$ cat src/hw/rtl/lr_pkg.sv
`timescale 1ns / 1ps
// ----------------------------------------------------------------------------
// lr_pkg: shared types and constants of the line rasterizer
// Field widths, register indexes, item kinds and the records passed between
// the command front end, the Bresenham stepper and the address pipeline.
// ----------------------------------------------------------------------------
package lr_pkg;

   // field widths
   localparam int COORD_W  = 12;
   localparam int DIM_W    = 13;
   localparam int BPP_W    = 3;
   localparam int COLOR_W  = 32;
   localparam int ADDR_W   = 26;
   localparam int ERR_W    = 15;
   localparam int TWICE_W  = 14;
   localparam int PROD_W   = COORD_W + DIM_W;
   localparam int CSR_IDX_W = 2;

   // stream payload widths
   localparam int REQ_DATA_W = 80;
   localparam int RSP_DATA_W = 88;

   // largest bytes per pixel
   localparam logic [BPP_W-1:0] BPP_MAX = 3'd4;

   // item kinds
   localparam logic KIND_START = 1'b0;
   localparam logic KIND_STEP  = 1'b1;

   // configuration register indexes
   localparam logic [CSR_IDX_W-1:0] CSR_FRAME_WIDTH     = 2'd0;
   localparam logic [CSR_IDX_W-1:0] CSR_FRAME_HEIGHT    = 2'd1;
   localparam logic [CSR_IDX_W-1:0] CSR_BYTES_PER_PIXEL = 2'd2;

   // decoded command, front end to stepper
   typedef struct packed {
      logic                      is_step;
      logic                      bad;
      logic [COORD_W-1:0]        x0;
      logic [COORD_W-1:0]        y0;
      logic [TWICE_W-1:0]        twice_dx;
      logic [TWICE_W-1:0]        twice_dy;
      logic signed [ERR_W-1:0]   err_init;
      logic [COORD_W-1:0]        major;
      logic                      x_neg;
      logic                      y_neg;
      logic                      x_major;
      logic [COLOR_W-1:0]        color;
   } lr_cmd_type;

   // one pixel, stepper to address pipeline
   typedef struct packed {
      logic [COORD_W-1:0] x;
      logic [COORD_W-1:0] y;
      logic [COLOR_W-1:0] color;
      logic               last;
      logic               bad;
   } lr_pix_type;

   // effective frame settings for the address pipeline
   typedef struct packed {
      logic [DIM_W-1:0] width;
      logic [BPP_W-1:0] bpp;
   } lr_cfg_type;

endpackage

$ cat src/hw/rtl/lr_front.sv
`timescale 1ns / 1ps
// ----------------------------------------------------------------------------
// lr_front: command front end
// Holds the frame registers, checks endpoints, works out the line setup and
// queues decoded commands for the stepper.
// ----------------------------------------------------------------------------
module lr_front #(
   parameter int MAX_WIDTH  = 4096,
   parameter int MAX_HEIGHT = 4096
) (
   input  logic                              clock,
   input  logic                              reset,
   input  logic                              req_tvalid,
   output logic                              req_tready,
   input  logic [lr_pkg::REQ_DATA_W-1:0]     req_tdata,
   input  logic                              req_tuser,
   input  logic                              csr_we,
   input  logic [lr_pkg::CSR_IDX_W-1:0]      csr_index,
   input  logic [lr_pkg::DIM_W-1:0]          csr_wdata,
   output lr_pkg::lr_cfg_type                cfg_o,
   output logic                              cmd_valid_o,
   output lr_pkg::lr_cmd_type                cmd_o,
   input  logic                              cmd_take_i
);

   localparam int CW     = lr_pkg::COORD_W;
   localparam int DW     = lr_pkg::DIM_W;
   localparam int BW     = lr_pkg::BPP_W;
   localparam int TW     = lr_pkg::TWICE_W;
   localparam int EW     = lr_pkg::ERR_W;
   localparam int QDEPTH = 2;
   localparam int QAW    = $clog2(QDEPTH);
   localparam int QCW    = QAW + 1;

   logic [DW-1:0] width_ff, width_in;
   logic [DW-1:0] height_ff, height_in;
   logic [BW-1:0] bpp_ff, bpp_in;
   logic [DW-1:0] eff_width;
   logic [DW-1:0] eff_height;

   logic [CW-1:0] x0, y0, x1, y1;
   logic [CW-1:0] dx, dy;
   logic          x_neg, y_neg, x_major;
   logic [TW-1:0] twice_dx, twice_dy;
   lr_pkg::lr_cmd_type cmd_new;

   lr_pkg::lr_cmd_type q_mem [QDEPTH];
   logic [QAW-1:0] wr_ff, wr_in;
   logic [QAW-1:0] rd_ff, rd_in;
   logic [QCW-1:0] cnt_ff, cnt_in;
   logic           push, pop;

   // frame registers
   always_comb begin
      width_in  = width_ff;
      height_in = height_ff;
      bpp_in    = bpp_ff;
      if (csr_we) begin
         case (csr_index)
            lr_pkg::CSR_FRAME_WIDTH:     width_in  = csr_wdata;
            lr_pkg::CSR_FRAME_HEIGHT:    height_in = csr_wdata;
            lr_pkg::CSR_BYTES_PER_PIXEL: bpp_in    = csr_wdata[BW-1:0];
            default: ;
         endcase
      end
   end

   always_ff @(posedge clock) begin
      if (reset) begin
         width_ff  <= DW'(640);
         height_ff <= DW'(480);
         bpp_ff    <= lr_pkg::BPP_MAX;
      end else begin
         width_ff  <= width_in;
         height_ff <= height_in;
         bpp_ff    <= bpp_in;
      end
   end

   // clamp frame size and pixel size
   assign eff_width  = (32'(width_ff) > 32'(MAX_WIDTH)) ? DW'(MAX_WIDTH) : width_ff;
   assign eff_height = (32'(height_ff) > 32'(MAX_HEIGHT)) ? DW'(MAX_HEIGHT) : height_ff;
   assign cfg_o.width = eff_width;
   assign cfg_o.bpp   = (bpp_ff > lr_pkg::BPP_MAX) ? lr_pkg::BPP_MAX : bpp_ff;

   // unpack the beat and work out the line setup
   assign x0 = req_tdata[CW-1:0];
   assign y0 = req_tdata[2*CW-1:CW];
   assign x1 = req_tdata[3*CW-1:2*CW];
   assign y1 = req_tdata[4*CW-1:3*CW];

   assign x_neg    = x1 < x0;
   assign y_neg    = y1 < y0;
   assign dx       = x_neg ? (x0 - x1) : (x1 - x0);
   assign dy       = y_neg ? (y0 - y1) : (y1 - y0);
   assign x_major  = dx > dy;
   assign twice_dx = {1'b0, dx, 1'b0};
   assign twice_dy = {1'b0, dy, 1'b0};

   always_comb begin
      cmd_new.is_step  = (req_tuser == lr_pkg::KIND_STEP);
      cmd_new.bad      = ({1'b0, x0} >= eff_width) || ({1'b0, x1} >= eff_width) ||
                         ({1'b0, y0} >= eff_height) || ({1'b0, y1} >= eff_height);
      cmd_new.x0       = x0;
      cmd_new.y0       = y0;
      cmd_new.twice_dx = twice_dx;
      cmd_new.twice_dy = twice_dy;
      cmd_new.x_neg    = x_neg;
      cmd_new.y_neg    = y_neg;
      cmd_new.x_major  = x_major;
      cmd_new.color    = req_tdata[4*CW+lr_pkg::COLOR_W-1:4*CW];
      if (x_major) begin
         cmd_new.err_init = $signed({1'b0, twice_dy}) - $signed(EW'(dx));
         cmd_new.major    = dx;
      end else begin
         cmd_new.err_init = $signed({1'b0, twice_dx}) - $signed(EW'(dy));
         cmd_new.major    = dy;
      end
   end

   // command queue
   assign req_tready  = (cnt_ff != QCW'(QDEPTH));
   assign push        = req_tvalid && req_tready;
   assign cmd_valid_o = (cnt_ff != '0);
   assign pop         = cmd_valid_o && cmd_take_i;
   assign cmd_o       = q_mem[rd_ff];

   always_ff @(posedge clock) begin
      if (push) begin
         q_mem[wr_ff] <= cmd_new;
      end
   end

   always_comb begin
      wr_in  = wr_ff;
      rd_in  = rd_ff;
      cnt_in = cnt_ff;
      if (push) begin
         wr_in = (wr_ff == QAW'(QDEPTH - 1)) ? '0 : wr_ff + 1'b1;
      end
      if (pop) begin
         rd_in = (rd_ff == QAW'(QDEPTH - 1)) ? '0 : rd_ff + 1'b1;
      end
      if (push && !pop) begin
         cnt_in = cnt_ff + 1'b1;
      end else if (pop && !push) begin
         cnt_in = cnt_ff - 1'b1;
      end
   end

   always_ff @(posedge clock) begin
      if (reset) begin
         wr_ff  <= '0;
         rd_ff  <= '0;
         cnt_ff <= '0;
      end else begin
         wr_ff  <= wr_in;
         rd_ff  <= rd_in;
         cnt_ff <= cnt_in;
      end
   end

endmodule

$ cat src/hw/rtl/lr_back.sv
`timescale 1ns / 1ps
// ----------------------------------------------------------------------------
// lr_back: Bresenham stepper
// Keeps the line state, emits at most one pixel per command and advances the
// current point along the major axis.
// ----------------------------------------------------------------------------
module lr_back (
   input  logic                 clock,
   input  logic                 reset,
   input  logic                 cmd_valid_i,
   input  lr_pkg::lr_cmd_type   cmd_i,
   output logic                 cmd_take_o,
   input  logic                 go_i,
   output logic                 pix_valid_o,
   output lr_pkg::lr_pix_type   pix_o
);

   localparam int CW = lr_pkg::COORD_W;
   localparam int TW = lr_pkg::TWICE_W;
   localparam int EW = lr_pkg::ERR_W;

   logic                    active_ff, active_in;
   logic [CW-1:0]           cur_x_ff, cur_x_in;
   logic [CW-1:0]           cur_y_ff, cur_y_in;
   logic signed [EW-1:0]    err_ff, err_in;
   logic [TW-1:0]           tdx_ff, tdx_in;
   logic [TW-1:0]           tdy_ff, tdy_in;
   logic                    xneg_ff, xneg_in;
   logic                    yneg_ff, yneg_in;
   logic                    xmaj_ff, xmaj_in;
   logic [CW-1:0]           left_ff, left_in;
   logic [lr_pkg::COLOR_W-1:0] color_ff, color_in;

   logic                    pix_vld_ff;
   lr_pkg::lr_pix_type      pix_ff, pix_in;
   logic                    emit;
   logic                    do_adv;
   logic                    fire;
   logic                    step_minor;
   logic [TW-1:0]           tmaj, tmin;
   logic signed [EW:0]      err_w;

   assign fire       = cmd_valid_i && go_i;
   assign cmd_take_o = fire;

   // next line state and emitted pixel
   always_comb begin
      active_in = active_ff;
      cur_x_in  = cur_x_ff;
      cur_y_in  = cur_y_ff;
      err_in    = err_ff;
      tdx_in    = tdx_ff;
      tdy_in    = tdy_ff;
      xneg_in   = xneg_ff;
      yneg_in   = yneg_ff;
      xmaj_in   = xmaj_ff;
      left_in   = left_ff;
      color_in  = color_ff;
      emit      = 1'b0;
      do_adv    = 1'b0;
      pix_in    = '0;
      tmaj      = '0;
      tmin      = '0;
      step_minor = 1'b0;
      err_w     = '0;

      if (fire) begin
         if (cmd_i.is_step) begin
            // next pixel of the running line
            if (active_ff) begin
               left_in      = left_ff - 1'b1;
               emit         = 1'b1;
               pix_in.x     = cur_x_ff;
               pix_in.y     = cur_y_ff;
               pix_in.color = color_ff;
               pix_in.last  = (left_in == '0);
               active_in    = (left_in != '0);
               do_adv       = (left_in != '0);
            end
         end else if (cmd_i.bad) begin
            // endpoint outside the frame
            active_in   = 1'b0;
            emit        = 1'b1;
            pix_in.last = 1'b1;
            pix_in.bad  = 1'b1;
         end else begin
            // load a new line and emit its first point
            cur_x_in     = cmd_i.x0;
            cur_y_in     = cmd_i.y0;
            err_in       = cmd_i.err_init;
            tdx_in       = cmd_i.twice_dx;
            tdy_in       = cmd_i.twice_dy;
            xneg_in      = cmd_i.x_neg;
            yneg_in      = cmd_i.y_neg;
            xmaj_in      = cmd_i.x_major;
            left_in      = cmd_i.major;
            color_in     = cmd_i.color;
            emit         = 1'b1;
            pix_in.x     = cmd_i.x0;
            pix_in.y     = cmd_i.y0;
            pix_in.color = cmd_i.color;
            pix_in.last  = (cmd_i.major == '0);
            active_in    = (cmd_i.major != '0);
            do_adv       = (cmd_i.major != '0);
         end
      end

      // one Bresenham step on the updated state
      if (do_adv) begin
         tmaj       = xmaj_in ? tdx_in : tdy_in;
         tmin       = xmaj_in ? tdy_in : tdx_in;
         step_minor = !err_in[EW-1];
         err_w      = $signed({err_in[EW-1], err_in}) + $signed({2'b00, tmin})
                      - (step_minor ? $signed({2'b00, tmaj}) : $signed((EW+1)'(0)));
         err_in     = err_w[EW-1:0];
         if (xmaj_in || step_minor) begin
            cur_x_in = xneg_in ? cur_x_in - 1'b1 : cur_x_in + 1'b1;
         end
         if (!xmaj_in || step_minor) begin
            cur_y_in = yneg_in ? cur_y_in - 1'b1 : cur_y_in + 1'b1;
         end
      end
   end

   // line state
   always_ff @(posedge clock) begin
      if (reset) begin
         active_ff <= 1'b0;
         cur_x_ff  <= '0;
         cur_y_ff  <= '0;
         err_ff    <= '0;
         tdx_ff    <= '0;
         tdy_ff    <= '0;
         xneg_ff   <= 1'b0;
         yneg_ff   <= 1'b0;
         xmaj_ff   <= 1'b0;
         left_ff   <= '0;
         color_ff  <= '0;
      end else begin
         active_ff <= active_in;
         cur_x_ff  <= cur_x_in;
         cur_y_ff  <= cur_y_in;
         err_ff    <= err_in;
         tdx_ff    <= tdx_in;
         tdy_ff    <= tdy_in;
         xneg_ff   <= xneg_in;
         yneg_ff   <= yneg_in;
         xmaj_ff   <= xmaj_in;
         left_ff   <= left_in;
         color_ff  <= color_in;
      end
   end

   // pixel register, moves with the pipeline
   always_ff @(posedge clock) begin
      if (reset) begin
         pix_vld_ff <= 1'b0;
      end else if (go_i) begin
         pix_vld_ff <= emit;
      end
   end

   always_ff @(posedge clock) begin
      if (go_i) begin
         pix_ff <= pix_in;
      end
   end

   assign pix_valid_o = pix_vld_ff;
   assign pix_o       = pix_ff;

   // a running line always has pixels to come
   a_active_left: assert property (@(posedge clock) disable iff (reset)
      active_ff |-> (left_ff != '0))
      else $error("active line with no pixels left");

   // an error beat always closes the line
   a_bad_last: assert property (@(posedge clock) disable iff (reset)
      (pix_vld_ff && pix_ff.bad) |-> (pix_ff.last && !active_ff))
      else $error("error pixel without last or with line still running");

   // a step with no line running gives no pixel
   a_idle_step: assert property (@(posedge clock) disable iff (reset)
      (fire && cmd_i.is_step && !active_ff) |=> !pix_vld_ff)
      else $error("pixel emitted for a step while idle");

endmodule

$ cat src/hw/rtl/lr_addr.sv
`timescale 1ns / 1ps
// ----------------------------------------------------------------------------
// lr_addr: byte address pipeline
// Three stages: row times width, plus column, times bytes per pixel, the
// last one being the result register.
// ----------------------------------------------------------------------------
module lr_addr (
   input  logic                          clock,
   input  logic                          reset,
   input  lr_pkg::lr_cfg_type            cfg_i,
   input  logic                          pix_valid_i,
   input  lr_pkg::lr_pix_type            pix_i,
   output logic                          go_o,
   output logic                          rsp_tvalid,
   input  logic                          rsp_tready,
   output lr_pkg::lr_pix_type            rsp_pix_o,
   output logic [lr_pkg::ADDR_W-1:0]     rsp_addr_o
);

   localparam int PW = lr_pkg::PROD_W;
   localparam int AW = lr_pkg::ADDR_W;

   logic               s1_vld_ff;
   lr_pkg::lr_pix_type s1_pix_ff;
   logic [PW-1:0]      s1_prod_ff;
   logic               s2_vld_ff;
   lr_pkg::lr_pix_type s2_pix_ff;
   logic [PW-1:0]      s2_sum_ff;
   logic               out_vld_ff;
   lr_pkg::lr_pix_type out_pix_ff;
   logic [AW-1:0]      out_addr_ff;
   logic [PW+1:0]      scaled;

   // whole pipeline moves unless the result beat is held
   assign go_o = !out_vld_ff || rsp_tready;

   // scale by bytes per pixel
   always_comb begin
      case (cfg_i.bpp)
         3'd0:    scaled = '0;
         3'd1:    scaled = {2'b00, s2_sum_ff};
         3'd2:    scaled = {1'b0, s2_sum_ff, 1'b0};
         3'd3:    scaled = {2'b00, s2_sum_ff} + {1'b0, s2_sum_ff, 1'b0};
         3'd4:    scaled = {s2_sum_ff, 2'b00};
         default: scaled = '0;
      endcase
   end

   // valid bits
   always_ff @(posedge clock) begin
      if (reset) begin
         s1_vld_ff  <= 1'b0;
         s2_vld_ff  <= 1'b0;
         out_vld_ff <= 1'b0;
      end else if (go_o) begin
         s1_vld_ff  <= pix_valid_i;
         s2_vld_ff  <= s1_vld_ff;
         out_vld_ff <= s2_vld_ff;
      end
   end

   // payload stages
   always_ff @(posedge clock) begin
      if (go_o) begin
         s1_pix_ff   <= pix_i;
         s1_prod_ff  <= PW'(pix_i.y) * PW'(cfg_i.width);
         s2_pix_ff   <= s1_pix_ff;
         s2_sum_ff   <= s1_prod_ff + PW'(s1_pix_ff.x);
         out_pix_ff  <= s2_pix_ff;
         out_addr_ff <= scaled[AW-1:0];
      end
   end

   assign rsp_tvalid = out_vld_ff;
   assign rsp_pix_o  = out_pix_ff;
   assign rsp_addr_o = out_addr_ff;

endmodule

$ cat src/hw/rtl/line_rasterizer.sv
`timescale 1ns / 1ps
// ----------------------------------------------------------------------------
// line_rasterizer: Bresenham line pixel generator
// A start beat checks and sets up a line and gives its first pixel or an error
// beat; each step beat on a running line gives its next pixel and byte address.
// ----------------------------------------------------------------------------
//  group  dir  beat contents
//  req_   in   start/step command, two endpoints and colour
//  rsp_   out  pixel x, y, byte address, colour, last, error flag
//  csr_   in   frame width, frame height, bytes per pixel writes
//
//  one pixel per clock while no rsp_ beat is held; a result beat passes
//  the command queue, the stepper, two address stages and the result
//  register between its req_ beat and rsp_
//  the stepper's Bresenham update bounds the rate
//  reset clears the queue, the line state and the pipeline valid bits,
//  and loads 640 x 480 with four bytes per pixel
//  a held rsp_ beat stalls stepper and address stages; req_ keeps taking
//  beats until the command queue is full
// ----------------------------------------------------------------------------
module line_rasterizer #(
   parameter int MAX_WIDTH  = 4096,
   parameter int MAX_HEIGHT = 4096
) (
   input  logic                             clock,
   input  logic                             reset,
   // start_x, start_y, end_x, end_y, color
   input  logic                             req_tvalid,
   output logic                             req_tready,
   input  logic [lr_pkg::REQ_DATA_W-1:0]    req_tdata,
   // kind
   input  logic                             req_tuser,
   // pixel_x, pixel_y, byte_address, pixel_color, zero fill
   output logic                             rsp_tvalid,
   input  logic                             rsp_tready,
   output logic [lr_pkg::RSP_DATA_W-1:0]    rsp_tdata,
   output logic                             rsp_tlast,
   // bad_endpoints
   output logic                             rsp_tuser,
   input  logic                             csr_we,
   input  logic [lr_pkg::CSR_IDX_W-1:0]     csr_index,
   input  logic [lr_pkg::DIM_W-1:0]         csr_wdata
);

   localparam int PAD_W = lr_pkg::RSP_DATA_W - 2 * lr_pkg::COORD_W
                          - lr_pkg::ADDR_W - lr_pkg::COLOR_W;

   lr_pkg::lr_cfg_type          cfg;
   lr_pkg::lr_cmd_type          cmd;
   logic                        cmd_valid;
   logic                        cmd_take;
   logic                        go;
   logic                        pix_valid;
   lr_pkg::lr_pix_type          pix;
   lr_pkg::lr_pix_type          rsp_pix;
   logic [lr_pkg::ADDR_W-1:0]   rsp_addr;

   // command front end
   lr_front #(
      .MAX_WIDTH  (MAX_WIDTH),
      .MAX_HEIGHT (MAX_HEIGHT)
   ) u_front (
      .clock       (clock),
      .reset       (reset),
      .req_tvalid  (req_tvalid),
      .req_tready  (req_tready),
      .req_tdata   (req_tdata),
      .req_tuser   (req_tuser),
      .csr_we      (csr_we),
      .csr_index   (csr_index),
      .csr_wdata   (csr_wdata),
      .cfg_o       (cfg),
      .cmd_valid_o (cmd_valid),
      .cmd_o       (cmd),
      .cmd_take_i  (cmd_take)
   );

   // stepper
   lr_back u_back (
      .clock       (clock),
      .reset       (reset),
      .cmd_valid_i (cmd_valid),
      .cmd_i       (cmd),
      .cmd_take_o  (cmd_take),
      .go_i        (go),
      .pix_valid_o (pix_valid),
      .pix_o       (pix)
   );

   // address pipeline and result register
   lr_addr u_addr (
      .clock       (clock),
      .reset       (reset),
      .cfg_i       (cfg),
      .pix_valid_i (pix_valid),
      .pix_i       (pix),
      .go_o        (go),
      .rsp_tvalid  (rsp_tvalid),
      .rsp_tready  (rsp_tready),
      .rsp_pix_o   (rsp_pix),
      .rsp_addr_o  (rsp_addr)
   );

   // result beat packing
   assign rsp_tdata = {PAD_W'(0), rsp_pix.color, rsp_addr, rsp_pix.y, rsp_pix.x};
   assign rsp_tlast = rsp_pix.last;
   assign rsp_tuser = rsp_pix.bad;

endmodule

$ cat config.mk
export PLATFORM = sky130hd
export DESIGN_NAME = line_rasterizer
export DESIGN_NICKNAME = d
export VERILOG_FILES = /design/src/hw/rtl/lr_pkg.sv /design/src/hw/rtl/lr_front.sv /design/src/hw/rtl/lr_back.sv /design/src/hw/rtl/lr_addr.sv /design/src/hw/rtl/line_rasterizer.sv
export SDC_FILE = /design/constraint.sdc
export NUM_CORES = 2
export LEC_CHECK = 0
export BUFFER_PORTS_ARGS = -buffer_cell sky130_fd_sc_hd__buf_4
export CAP_MARGIN = 20
export CORE_MARGIN = 4
export CORE_UTILIZATION = 60
export DETAILED_ROUTE_END_ITERATION = 6
export GPL_TIMING_DRIVEN = 0
export PLACE_DENSITY_LB_ADDON = 0.12
export SYNTH_ARGS = -nofsm -noshare
export SYNTH_HDL_FRONTEND = slang
export SYNTH_SLANG_ARGS = --single-unit
$ cat constraint.sdc
create_clock -name clock -period 15.4 [get_ports clock]
set_input_delay 0.77 -clock clock [delete_from_list [all_inputs] [get_ports clock]]
set_output_delay 0.77 -clock clock [all_outputs]
set_load 0.01 [all_outputs]
==> summary.md <==
| Metric | Value |
|---|---|
| Outcome | `finished, final reports clean` |
| Total GRT Usage | `0.2768` |
| Slew HR | `0.2366` |
| Die footprint | `roughly 68,000 sq um` |
| Ys Warns | `0` |
| Most common cell after layout, fill and taps aside | `edfxtp_1` |
| Setup_tns | `0 ns` |
| Total core area | `about 63,000 sq um` |
| Number of synthesized flops with an enable pin | `approximately 530` |
| Min-Delay Path Class | `input pin to flop` |
| Post-CTS setup buffer count | `0` |
| Netlist cell types | `between 70 and 80` |
| WP data arrival | `7.90 ns` |
| Seq pwr share | `0.403` |
| Clock share of power | `0.298` |
| DR vias/cell | `a little under 6` |
| R2r startpoint | `u_front.width_ff[12]` |
| Yosys reg bits | `a little under 700` |
| Critical path start-end classification | `input pin to flop` |
| Post-synthesis cell area | `38,290 sq um` |
| Row cnt | `just over 90` |
| CTS root buf | `clkbuf_16` |
| Drt total wl | `~94,000 microns` |
| Fin. max-slew vios | `0` |
| Mapped Cells | `3,458` |
| Power Total | `5.991 mW` |
| Most frequent cells in the layout | `edfxtp_1 (528), nand2_1 (318), inv_1 (304), nor2_1 (304), ha_1 (265)` |
| PostCTS Resize Cnt | `0` |
| Hold Path Origin | `req_tdata[58]` |
| Final ANT Viol Nets | `0` |
| Starting density of the core | `0.6071` |
| Number of antenna violations at the first check in global routing | `7` |
| Worst VDD drop | `around 0.11 mV` |
| Synth async-reset ratio | `0` |
| Die height | `~260 microns` |
| DR WL/cell | `around 20 microns` |
| Post-detail-place hpwl | `71,800 microns` |
| Largest net degree at the start of global routing | `between 100 and 150` |
| Routed via count | `around 27,000` |
| CP Launch Type | `input pin` |
| Post-Place Cells | `between 4,000 and 5,000` |
| First-pass GRT wire length | `around 150,000 microns` |
| Ys flop type | `edfxtp_1` |
| Final nets | `between 4,000 and 5,000` |
| CTS Sinks | `between 600 and 700` |
| DRT iter0 DRCs | `between 2,000 and 2,500` |
| Number of port buffers | `186` |
| Logic pwr share | `0.299` |
| Setup-failing EPs final | `0` |
| GR Overflow Total | `0` |
| Hold Vio Cnt, Final | `0` |
| DRC violations left | `0` |
| Drt first pass iters | `6` |
| Crit path from | `req_tdata[24]` |
| Sw Ratio | `0.3200` |
| Final Instance Count excl. Fillers | `4,633` |
| RSZ-0062 raised after global routing | `false` |
| CTS Hold Bufs | `0` |
| Leakage | `19.43 nW` |
| Fmax | `between 100 and 150 MHz` |
| Layout cell share with drive strength beyond 1 | `0.09300` |
| Placer Congestion | `0.9314` |
| Register area share after synthesis | `0.4940` |
| Post-Syn Area per Cell | `11.07 sq um` |
| Die width | `260.6 microns` |
| FILL cells | `approximately 4,700` |
| CTS tree | `yes` |
| CTS Buf Count | `70` |
| Ports placed on the boundary | `about 190` |
| Clock Latency Late Sink | `approximately 0.63 ns` |
| Final period util | `0.4953` |
| Worst hold slack | `roughly 0.33 ns` |
| Int Pwr | `approximately 4 mW` |
| Pwr/cell area | `roughly 140 nW/um^2` |
| CP Capture Type | `flop` |
| Area growth syn-to-layout | `13.35%` |
| Fin Clk Skew | `between 0.015 and 0.02 ns` |
| Vias in the first global route | `roughly 27,000` |
| Sw Pwr | `roughly 1.9 mW` |
| Critical path data required time | `around 16 ns` |
| Clock Path Buffers | `3` |
| H-tree Lvls | `3` |
| Crit path max fanout | `11` |
| Min Clock Period, post-route | `around 7.6 ns` |
| Slew @ Worst Pin | `1.145 ns` |
| MaxCap Viol Count | `0` |
| Clock slew at reported path FFs | `0.06 ns` |
==> state kept, by name (all words and copies together), names as in the netlist, 2 cells and up, named ones only <==
register,cells
u_addr.rsp_addr_o,26
u_addr.rsp_pix_o,58
u_addr.s1_pix_ff,58
u_addr.s1_prod_ff,25
u_addr.s2_pix_ff,58
u_addr.s2_sum_ff,25
u_back.color_ff,32
u_back.cur_x_ff,12
u_back.cur_y_ff,12
u_back.err_ff,15
u_back.left_ff,12
u_back.pix_o,58
u_back.tdx_ff,14
u_back.tdy_ff,14
u_front.bpp_ff,3
u_front.cnt_ff,2
u_front.height_ff,13
u_front.q_mem,220
u_front.width_ff,13
==> layer usage <==
metal	global-route usage	up-vias	wire length, microns
met5	0	-	32
met4	0.06829	4	2180
met3	0.05764	157	7611
met2	0.4471	1005	43550
met1	0.3878	13140	41030
li1	-	12720	-
==> cell type report <==
cell class / instances / area [sq um] / share of cell area
Multi-Input combinational cell: 2340 / 17700 / 0.4077
Clock buffer: 94 / 1956 / 0.04505
Timing Repair Buffer: 192 / 1539 / 0.03545
Clock inverter: 36 / 515.5 / 0.01188
Tap cell: 846 / 1059 / 0.02439
Buffer: 137 / 564.3 / 0.01300
Inverter: 305 / 1152 / 0.02655
Sequential cell: 681 / 18920 / 0.4358
Antenna cell: 2 / 5.005 / 0.0001153
==> kinds of logic after synthesis <==
kind of cell	Yosys count	share of synthesized area
simple gates	953	0.1138
flops	681	0.4940
compound gates	677	0.1148
buf+inv	442	0.04463
fa+ha+maj	399	0.1566
mux	179	0.04718
xor+xnor	126	0.02882
other cells	1	0.00009793
==> cells in the mapped netlist, drive strengths merged (8+ instances only) <==
master / number / area share
edfxtp: 528 / 0.41
nand2: 318 / 0.031
nor2: 307 / 0.030
inv: 305 / 0.030
ha: 265 / 0.087
a21oi: 192 / 0.025
mux2i: 167 / 0.044
dfxtp: 153 / 0.080
fa: 134 / 0.070
a21o: 133 / 0.026
o21ai: 130 / 0.017
clkbuf: 107 / 0.010
xnor2: 73 / 0.017
and2: 66 / 0.011
xor2: 53 / 0.012
nor3: 49 / 0.0064
nor2b: 44 / 0.0072
nand3: 36 / 0.0047
a22oi: 31 / 0.0061
buf: 30 / 0.0042
nand2b: 28 / 0.0046
o21a: 28 / 0.0055
nand4: 21 / 0.0034
and3: 20 / 0.0033
o221ai: 16 / 0.0037
o21bai: 15 / 0.0029
a211oi: 14 / 0.0027
o211ai: 14 / 0.0027
or3: 13 / 0.0021
mux2: 12 / 0.0035
a31oi: 11 / 0.0018
nand3b: 11 / 0.0022
a21boi: 10 / 0.0020
a221oi: 10 / 0.0023
nor3b: 9 / 0.0018
nor4: 9 / 0.0015
or2: 8 / 0.0013
==> worst max-delay path: stages <==
cell      delay, ns
buf_4          0.13
inv_1          0.09
ha_1           0.18
inv_1          0.06
fa_1           0.38
a21o_1         0.17
a21o_1         0.21
a311oi_1       0.38
a22oi_1        0.38
inv_1          0.16
clkbuf_1       0.51
a211oi_1       0.14
a221oi_1       0.42
nand3_1        0.15
xor2_1         0.72
ha_1           0.38
nand2_1        0.08
nor3_1         0.07
o21a_1         0.13
or3_1          0.31
o21ai_1        0.52
inv_1          0.16
clkbuf_1       0.36
o41ai_1        1.01
==> final timing paths <==
check                                        endpoint  slack [ns]  cells past startpoint
worst min-delay path             u_front.q_mem[0][10]        0.33                      1
worst max-delay path             u_front.q_mem[0][61]        7.77                     24
worst max register to register  u_addr.s1_prod_ff[23]        8.00                     19
worst min register to register   u_addr.s2_pix_ff[26]        0.41                      0
==> power groups by stage <==
stage	combinational [mW]	clock, mW	sequential (mW)
3_3_place_gp	1.70	0	2.47
2_1_floorplan	1.22	0	2.45
3_5_place_dp	1.76	0	2.45
5_1_grt	1.97	1.89	2.44
6_report	1.79	1.78	2.41
4_1_cts	1.78	1.81	2.41
==> per-stage QoR <==
step                setup WS, ns  utilization  area (sq um)
finish                     7.773       0.6881         43410
global route               7.414       0.6880         43400
CTS                        7.930       0.6880         43400
detailed placement         7.323       0.6489         40930
global placement          0.2847       0.6463         40770
floorplan                  3.520            -         38310
Note: power is estimated with default switching activity, not from simulation.
